<file path="config.mk">
export PLATFORM = sky130hd
export DESIGN_NAME = sorted_set_toggle_core
export DESIGN_NICKNAME = d
export VERILOG_FILES = /design/src/sst_pkg.sv /design/src/sst_ram.sv /design/src/sst_ctrl.sv /design/src/sorted_set_toggle_core.sv
export SDC_FILE = /design/constraint.sdc
export NUM_CORES = 2
export LEC_CHECK = 0
export BUFFER_PORTS_ARGS = -buffer_cell sky130_fd_sc_hd__buf_2
export CAP_MARGIN = 10
export CELL_PAD_IN_SITES_DETAIL_PLACEMENT = 0
export CELL_PAD_IN_SITES_GLOBAL_PLACEMENT = 1
export CORE_AREA = 2 2 411 413
export CTS_BUF_LIST = sky130_fd_sc_hd__clkbuf_2
export CTS_CLUSTER_SIZE = 14
export DETAILED_ROUTE_END_ITERATION = 8
export DIE_AREA = 0 0 413 415
export MAX_ROUTING_LAYER = met4
export PLACE_DENSITY = 0.81
export SLEW_MARGIN = 20
export SYNTH_ARGS = -nofsm -noshare
export SYNTH_HDL_FRONTEND = slang
export SYNTH_SLANG_ARGS = --single-unit
</file>
<file path="constraint.sdc">
create_clock -name clk -period 15.1 [get_ports clk]
set_input_delay 3.02 -clock clk [delete_from_list [all_inputs] [get_ports clk]]
set_output_delay 3.02 -clock clk [all_outputs]
set_load 0.02 [all_outputs]
</file>
<file path="src/sst_pkg.sv">
// ----------------------------------------------------------------------------
// Sorted set toggle package
// Shared constants, codes and payload types of the sorted set toggle block.
// ----------------------------------------------------------------------------
package sst_pkg;

    localparam int CAPACITY = 64;
    localparam int IDX_W    = $clog2(CAPACITY);
    localparam int CNT_W    = $clog2(CAPACITY + 1);

    localparam int VALUE_W  = 32;
    localparam int RIDX_W   = 6;
    localparam int STATUS_W = 2;
    localparam int POS_W    = 6;
    localparam int COUNT_W  = 7;

    localparam logic ACT_TOGGLE = 1'b0;
    localparam logic ACT_READ   = 1'b1;

    localparam logic [STATUS_W-1:0] ST_INSERTED = 2'd0;
    localparam logic [STATUS_W-1:0] ST_REMOVED  = 2'd1;
    localparam logic [STATUS_W-1:0] ST_FULL     = 2'd2;
    localparam logic [STATUS_W-1:0] ST_READ     = 2'd3;

    typedef struct packed {
        logic                       action;
        logic signed [VALUE_W-1:0]  value;
        logic        [RIDX_W-1:0]   read_index;
    } cmd_t;

    typedef struct packed {
        logic        [STATUS_W-1:0] status;
        logic        [POS_W-1:0]    position;
        logic signed [VALUE_W-1:0]  entry_value;
        logic        [COUNT_W-1:0]  count;
    } rsp_t;

    typedef struct packed {
        logic busy;
        logic done;
    } ctrl_stat_t;

endpackage

</file>
<file path="src/sst_ram.sv">
// ----------------------------------------------------------------------------
// Generic RAM
// One write port and one read port with registered read data.
// ----------------------------------------------------------------------------
module sst_ram #(
    parameter int WIDTH = 32,
    parameter int DEPTH = 64
) (
    input  logic                     clk,
    input  logic                     we,
    input  logic [$clog2(DEPTH)-1:0] waddr,
    input  logic [WIDTH-1:0]         wdata,
    input  logic [$clog2(DEPTH)-1:0] raddr,
    output logic [WIDTH-1:0]         rdata
);

    logic [WIDTH-1:0] mem [DEPTH];

    always_ff @(posedge clk)
    begin
        if (we)
        begin
            mem[waddr] <= wdata;
        end
        rdata <= mem[raddr];
    end

endmodule

</file>
<file path="src/sst_ctrl.sv">
// ----------------------------------------------------------------------------
// Sorted set toggle sequencer
// Binary search over the entry RAM with one shared signed comparator, then
// an entry-by-entry move to open or close a gap; a read fetches one entry.
// ----------------------------------------------------------------------------
module sst_ctrl (
    input  logic                        clk,
    input  logic                        rst_n,
    input  logic                        start,
    input  sst_pkg::cmd_t               cmd,
    input  logic                        res_ready,
    output sst_pkg::ctrl_stat_t         stat,
    output sst_pkg::rsp_t               res,
    output logic                        ram_we,
    output logic [sst_pkg::IDX_W-1:0]   ram_waddr,
    output logic [sst_pkg::VALUE_W-1:0] ram_wdata,
    output logic [sst_pkg::IDX_W-1:0]   ram_raddr,
    input  logic [sst_pkg::VALUE_W-1:0] ram_rdata
);

    typedef enum logic [2:0] {
        S_IDLE,
        S_RD_WAIT,
        S_SRCH,
        S_CMP,
        S_MV_RD,
        S_MV_WR,
        S_PUT,
        S_DONE
    } state_t;

    state_t                            state_reg;
    logic                              is_del_reg;
    logic signed [sst_pkg::VALUE_W-1:0] val_reg;
    logic [sst_pkg::CNT_W-1:0]         cnt_reg;
    logic [sst_pkg::CNT_W-1:0]         lo_reg;
    logic [sst_pkg::CNT_W-1:0]         hi_reg;
    logic [sst_pkg::CNT_W-1:0]         mid_reg;
    logic [sst_pkg::CNT_W-1:0]         dst_reg;
    logic                              hit_reg;
    logic [sst_pkg::VALUE_W-1:0]       hit_val_reg;
    logic [sst_pkg::STATUS_W-1:0]      status_reg;
    logic [sst_pkg::POS_W-1:0]         pos_reg;
    logic [sst_pkg::VALUE_W-1:0]       ev_reg;

    logic [sst_pkg::CNT_W:0]           mid_sum;
    logic [sst_pkg::CNT_W-1:0]         mid;
    logic [sst_pkg::CNT_W-1:0]         src;
    logic                              below;

    assign mid_sum = {1'b0, lo_reg} + {1'b0, hi_reg};
    assign mid     = mid_sum[sst_pkg::CNT_W:1];
    assign src     = is_del_reg ? (dst_reg + sst_pkg::CNT_W'(1))
                                : (dst_reg - sst_pkg::CNT_W'(1));
    // The one comparator shared by every search step.
    assign below   = $signed(ram_rdata) < val_reg;

    always_comb
    begin
        ram_raddr = '0;
        ram_we    = 1'b0;
        ram_waddr = dst_reg[sst_pkg::IDX_W-1:0];
        ram_wdata = ram_rdata;
        case (state_reg)
            S_IDLE:  ram_raddr = sst_pkg::IDX_W'(cmd.read_index);
            S_SRCH:  ram_raddr = mid[sst_pkg::IDX_W-1:0];
            S_MV_RD: ram_raddr = src[sst_pkg::IDX_W-1:0];
            S_MV_WR: ram_we    = 1'b1;
            S_PUT:
            begin
                ram_we    = 1'b1;
                ram_waddr = lo_reg[sst_pkg::IDX_W-1:0];
                ram_wdata = val_reg;
            end
            default: ram_raddr = '0;
        endcase
    end

    assign stat.busy       = (state_reg != S_IDLE);
    assign stat.done       = (state_reg == S_DONE);
    assign res.status      = status_reg;
    assign res.position    = pos_reg;
    assign res.entry_value = ev_reg;
    assign res.count       = sst_pkg::COUNT_W'(cnt_reg);

    always_ff @(posedge clk or negedge rst_n)
    begin
        if (!rst_n)
        begin
            state_reg <= S_IDLE;
            cnt_reg   <= '0;
        end
        else
        begin
            case (state_reg)
                S_IDLE:
                begin
                    if (start)
                    begin
                        val_reg <= cmd.value;
                        ev_reg  <= cmd.value;
                        if (cmd.action == sst_pkg::ACT_READ)
                        begin
                            status_reg <= sst_pkg::ST_READ;
                            pos_reg    <= cmd.read_index;
                            if (32'(cmd.read_index) < 32'(cnt_reg))
                            begin
                                state_reg <= S_RD_WAIT;
                            end
                            else
                            begin
                                ev_reg    <= '0;
                                state_reg <= S_DONE;
                            end
                        end
                        else
                        begin
                            lo_reg    <= '0;
                            hi_reg    <= cnt_reg;
                            hit_reg   <= 1'b0;
                            state_reg <= S_SRCH;
                        end
                    end
                end
                S_RD_WAIT:
                begin
                    ev_reg    <= ram_rdata;
                    state_reg <= S_DONE;
                end
                S_SRCH:
                begin
                    if (lo_reg < hi_reg)
                    begin
                        mid_reg   <= mid;
                        state_reg <= S_CMP;
                    end
                    // The entry at the final place was the last one that
                    // pulled hi down, so its value is already held.
                    else if (hit_reg && (hit_val_reg == val_reg))
                    begin
                        status_reg <= sst_pkg::ST_REMOVED;
                        pos_reg    <= sst_pkg::POS_W'(lo_reg);
                        dst_reg    <= lo_reg;
                        is_del_reg <= 1'b1;
                        if ((32'(lo_reg) + 32'd1) < 32'(cnt_reg))
                        begin
                            state_reg <= S_MV_RD;
                        end
                        else
                        begin
                            cnt_reg   <= cnt_reg - sst_pkg::CNT_W'(1);
                            state_reg <= S_DONE;
                        end
                    end
                    else if (32'(cnt_reg) >= sst_pkg::CAPACITY)
                    begin
                        status_reg <= sst_pkg::ST_FULL;
                        pos_reg    <= '0;
                        state_reg  <= S_DONE;
                    end
                    else
                    begin
                        status_reg <= sst_pkg::ST_INSERTED;
                        pos_reg    <= sst_pkg::POS_W'(lo_reg);
                        dst_reg    <= cnt_reg;
                        is_del_reg <= 1'b0;
                        state_reg  <= (cnt_reg > lo_reg) ? S_MV_RD : S_PUT;
                    end
                end
                S_CMP:
                begin
                    if (below)
                    begin
                        lo_reg <= mid_reg + sst_pkg::CNT_W'(1);
                    end
                    else
                    begin
                        hi_reg      <= mid_reg;
                        hit_reg     <= 1'b1;
                        hit_val_reg <= ram_rdata;
                    end
                    state_reg <= S_SRCH;
                end
                S_MV_RD:
                begin
                    state_reg <= S_MV_WR;
                end
                S_MV_WR:
                begin
                    if (is_del_reg)
                    begin
                        dst_reg <= src;
                        if ((32'(dst_reg) + 32'd2) < 32'(cnt_reg))
                        begin
                            state_reg <= S_MV_RD;
                        end
                        else
                        begin
                            cnt_reg   <= cnt_reg - sst_pkg::CNT_W'(1);
                            state_reg <= S_DONE;
                        end
                    end
                    else
                    begin
                        dst_reg   <= src;
                        state_reg <= (src > lo_reg) ? S_MV_RD : S_PUT;
                    end
                end
                S_PUT:
                begin
                    cnt_reg   <= cnt_reg + sst_pkg::CNT_W'(1);
                    state_reg <= S_DONE;
                end
                S_DONE:
                begin
                    if (res_ready)
                    begin
                        state_reg <= S_IDLE;
                    end
                end
                default: state_reg <= S_IDLE;
            endcase
        end
    end

endmodule

</file>
<file path="src/sorted_set_toggle_core.sv">
// ----------------------------------------------------------------------------
// Sorted set toggle core
// Bounded set of signed 32-bit values held in ascending order in a RAM.
// ----------------------------------------------------------------------------
// Usage:
// The cmd channel carries one item per transfer: a toggle (insert the value
// if absent, remove it if present) or a read of the entry at read_index.
// Every item gives exactly one transfer on the rsp channel with status,
// position, value and the count after the item.
// A toggle runs a binary search over the entry RAM: each probe is an address
// step (S_SRCH) and a compare step (S_CMP) with one shared signed comparator,
// and a last S_SRCH step decides. It then moves each entry behind the place
// with a read step and a write step, writes an inserted value in S_PUT and
// hands over the result in S_DONE.
// A read waits for the RAM data in S_RD_WAIT and goes straight to S_DONE
// when read_index is not below the count. The single RAM port pair sets these steps;
// cmd_stall stays high for the whole item, and the next command can be
// taken in the cycle after the result is handed over.
// Reset empties the set at once; the RAM itself is not cleared.
// A finished result sits in the output register while the next command
// is taken; a stalled rsp channel holds the sequencer in its final step.
// ----------------------------------------------------------------------------
module sorted_set_toggle_core (
    input  logic          clk,
    input  logic          rst_n,
    input  logic          cmd_valid,
    output logic          cmd_stall,
    input  sst_pkg::cmd_t cmd,
    output logic          rsp_valid,
    input  logic          rsp_stall,
    output sst_pkg::rsp_t rsp
);

    sst_pkg::ctrl_stat_t         stat;
    sst_pkg::rsp_t               res;
    sst_pkg::rsp_t               rsp_reg;
    logic                        rsp_valid_reg;
    logic                        res_ready;
    logic                        start;
    logic                        ram_we;
    logic [sst_pkg::IDX_W-1:0]   ram_waddr;
    logic [sst_pkg::VALUE_W-1:0] ram_wdata;
    logic [sst_pkg::IDX_W-1:0]   ram_raddr;
    logic [sst_pkg::VALUE_W-1:0] ram_rdata;

    assign cmd_stall = stat.busy;
    assign start     = cmd_valid && !stat.busy;
    assign res_ready = !rsp_valid_reg || !rsp_stall;
    assign rsp_valid = rsp_valid_reg;
    assign rsp       = rsp_reg;

    sst_ram #(
        .WIDTH (sst_pkg::VALUE_W),
        .DEPTH (sst_pkg::CAPACITY)
    ) u_ram (
        .clk   (clk),
        .we    (ram_we),
        .waddr (ram_waddr),
        .wdata (ram_wdata),
        .raddr (ram_raddr),
        .rdata (ram_rdata)
    );

    sst_ctrl u_ctrl (
        .clk       (clk),
        .rst_n     (rst_n),
        .start     (start),
        .cmd       (cmd),
        .res_ready (res_ready),
        .stat      (stat),
        .res       (res),
        .ram_we    (ram_we),
        .ram_waddr (ram_waddr),
        .ram_wdata (ram_wdata),
        .ram_raddr (ram_raddr),
        .ram_rdata (ram_rdata)
    );

    always_ff @(posedge clk or negedge rst_n)
    begin
        if (!rst_n)
        begin
            rsp_valid_reg <= 1'b0;
        end
        else if (stat.done && res_ready)
        begin
            rsp_valid_reg <= 1'b1;
        end
        else if (!rsp_stall)
        begin
            rsp_valid_reg <= 1'b0;
        end
    end

    always_ff @(posedge clk)
    begin
        if (stat.done && res_ready)
        begin
            rsp_reg <= res;
        end
    end

    // A taken command keeps the sequencer busy in the next cycle.
    a_busy_after_cmd: assert property (@(posedge clk) disable iff (!rst_n)
        (cmd_valid && !cmd_stall) |=> cmd_stall)
        else $error("sequencer not busy after a command transfer");

    // The count never goes beyond the capacity.
    a_count_bound: assert property (@(posedge clk) disable iff (!rst_n)
        rsp_valid |-> (32'(rsp.count) <= sst_pkg::CAPACITY))
        else $error("count beyond capacity");

    // An insert is only dropped when the set is full.
    a_full_only_when_full: assert property (@(posedge clk) disable iff (!rst_n)
        (rsp_valid && (rsp.status == sst_pkg::ST_FULL))
            |-> (32'(rsp.count) == sst_pkg::CAPACITY))
        else $error("insert dropped while room remains");

    // The sequencer never idles while a result it made is still unsent.
    a_done_handoff: assert property (@(posedge clk) disable iff (!rst_n)
        (stat.done && !res_ready) |=> stat.done)
        else $error("result lost while the output register was full");

endmodule

</file>
==> out/summary.txt <==
cells after synthesis -> 6,670
CTS buffer count -> 582
Final setup violation count -> 0
antenna-violating nets left -> 0
power per cell area -> 209 nW/µm²
setup TNS -> 0 ps
vias in the first global route -> 57,770
Leak -> 0.0357 µW
Residual DRC -> 0
DRT Pass-1 Iters -> 8
Die X -> 413 µm
hold buffer count at cts -> 0
crit path max-delay cell type -> buf_4
Rel. slew slack -> 0.158
Critical Path Max Stage Delay -> 730 ps
final net count -> 7,199
max reg flops -> 2,048
Final GP Congestion -> 0.891
Placement Rows -> 150
clock buffer depth -> 4
Tightest Pin Transition -> 1260 ps
period utilization -> 0.424
grt total ovfl -> 0
Area Overhead vs Synth -> 9.48%
fraction of registers with async set/reset -> 0.00484
first-pass GRT wire length -> 378 mm
Setup WS pre-CTS -> 7060 ps
VDD IR max -> 0.000187 V
Vias/cell -> 6.21
setup bufs post-CTS -> 0
flip-flop and latch count after synthesis -> 2,272
fmax -> 156 MHz
die area -> 171,000 µm²
DRT iter0 DRCs -> 7,649
cts repair resizes -> 0
Multi-input gate area -> 22,400 µm²
clk_skew -> 159 ps
Tmin final -> 6400 ps
CTS sink count -> 2,272
die height -> 415 µm
Via Count -> 60,086
final hold vios -> 0
layout cell share with drive strength beyond 1 -> 0.172
number of enable flip-flop cells after synthesis -> 2,229
htree depth -> 6
Top delay family on crit path -> buffers and inverters
DP Wirelength -> 138 mm
commonest non-fill, non-tap cell in the layout -> edfxtp_1
setup slack after layout -> 8700 ps
IO Port Bufs -> 91
max-cap violation count -> 0
Crit Path Max Fanout -> 141
WL final -> 262 mm
Worst Path Required -> 16,850 ps
largest net degree at the start of global routing -> 147
WP buf/inv -> 4
layout filler cell count -> 12,983
initial antenna violation count -> 7
Synth Flop Type -> edfxtp_1
drt wl/cell -> 27.1 µm
All-Layer GR Usage -> 0.311
post-synthesis cell type count -> 69
critical path arrival -> 8160 ps
outcome -> finished, final reports clean
YS warnings -> 0
Setup crit start kind -> flip-flop
core area -> 167,000 µm²
commonest cells after routing, fill and taps aside -> 2,229 x edfxtp_1, 1,487 x nand2_1, 865 x clkbuf_2
cells along the critical path -> nor2_1, o21ai_2, buf_4, nand2_4, buf_12, buf_4, buf_4, a21oi_1, a221oi_1, a21oi_1, a21oi_1, a22oi_1, nand3_1
sequential cell area fraction in the yosys report -> 0.743
Starting Density -> 0.548
post-synthesis cell area -> 91,300 µm²
Mean Syn Cell Area -> 13.7 µm²
syn_nets -> 6,804
unrepaired setup endpoints after global routing -> false
sequential cell area -> 67,900 µm²
TritonCTS clock tree -> built
clock tree root buffer cell -> clkbuf_2
Worst-Skew Late Latency -> 1870 ps
Top Ports -> 92
Clock transition at path regs -> 110 ps
CP Class -> flip-flop to flip-flop
Slew Limit Fails -> 0
Worst setup EP type -> flip-flop
Hold Crit Class -> flip-flop to flip-flop
==> stage by stage <==
stage           util  power (µW)  cell area (µm²)  hold WS [ps]  instances
3_3_place_gp   0.570       16700            95100           401       8684
5_1_grt        0.600       21800           100000           414       9665
6_report       0.600       20900           100000           404       9669
3_5_place_dp   0.570       16800            95100           405       8685
2_1_floorplan      -       13600            91300           400       6670
4_1_cts        0.600       20800            99900           415       9660
==> power breakdown <==
| part | internal, µW | total [µW] | leakage (µW) | switching (µW) |
|---|---|---|---|---|
| clock network | 1570 | 3990 | 0.00388 | 2410 |
| logic | 1970 | 8000 | 0.0113 | 6030 |
| registers | 8550 | 8870 | 0.0205 | 319 |
| total | 12100 | 20900 | 0.0357 | 8770 |
==> Yosys cell counts (5+ instances only) <==
cell type	instances	area (µm²)
nand2b_1	13	81.3
a22oi_1	92	691
buf_1	37	139
or4_1	6	45.0
nor3_1	106	531
a32oi_1	31	272
o221ai_1	32	280
a221oi_1	190	1660
nand3_1	442	2210
a211oi_1	33	248
inv_1	62	233
o31ai_1	6	45.0
xor2_1	38	333
mux2i_1	163	1630
a311oi_1	64	561
nor3b_1	5	37.5
buf_2	77	385
a21oi_1	674	3370
dfrtp_1	11	275
edfxtp_1	2229	66900
dfxtp_1	32	641
clkbuf_1	323	1210
xnor2_1	23	201
o21ai_0	63	315
nand2_1	1490	5590
a22o_1	33	289
a31oi_1	8	50.1
nor2b_1	18	113
and2_1	5	31.3
nand4_1	12	75.1
mux4_2	8	180
o21a_1	5	37.5
nor2_1	112	420
buf_4	6	45.0
a21o_1	30	225
ha_1	88	1100
nor4_1	13	81.3
and3_1	41	257
==> path summary, 6_finish.rpt <==
path | startpoint | end | slack (ps) | cells past startpoint
max reg2reg | u_ctrl.state_reg[0] | u_ram.rdata[20] | 8700 | 13
min reg2reg | u_ctrl.ev_reg[0] | rsp[7] | 400 | 0
max in group asynchronous | rst_n | u_ctrl.cnt_reg[3] | 13670 | 1
max | u_ctrl.state_reg[0] | u_ram.rdata[20] | 8700 | 13
min | u_ctrl.ev_reg[0] | rsp[7] | 400 | 0
min in group asynchronous | rst_n | u_ctrl.state_reg[0] | 1070 | 1
==> per-layer routing <==
| layer | track usage | part of all wire | up-vias |
|---|---|---|---|
| li1 | - | - | 26270 |
| met1 | 0.414 | 0.38 | 29692 |
| met2 | 0.453 | 0.45 | 3568 |
| met3 | 0.0704 | 0.11 | 556 |
| met4 | 0.152 | 0.050 | 0 |
| met5 | - | 0 | - |
==> worst register-to-register path: stages (launching register included) <==
cell and delay, ps:
dfrtp_1 670, nor2_1 670, o21ai_2 170, buf_4 310, nand2_4 620, buf_12 590, buf_4 910, buf_4 760
a21oi_1 170, a221oi_1 350, a21oi_1 90, a21oi_1 640, a22oi_1 210, nand3_1 120
==> cell type report <==
cell class | count | share of cell area
multi-input combinational | 3892 | 0.224
antenna | 9 | 0.000225
tap | 2204 | 0.0276
clock inverter | 110 | 0.00529
clock buffer | 865 | 0.0433
sequential | 2272 | 0.679
inverter | 62 | 0.00235
timing repair buffer | 255 | 0.0185
==> cell families (layout without fill, tap and decap cells) <==
group,after synthesis,after routing,synth area share
other,0,9,0
multiplexers,173,173,0.0202
XOR/XNOR,61,61,0.00585
adder cells (fa/ha/maj),91,91,0.0127
AO/OA/AOI/OAI,1284,1284,0.0905
AND/OR/NAND/NOR,2283,2283,0.105
buffers and inverters,506,1292,0.0222
flip-flops,2272,2272,0.743
Note: power is estimated with default switching activity, not from simulation.
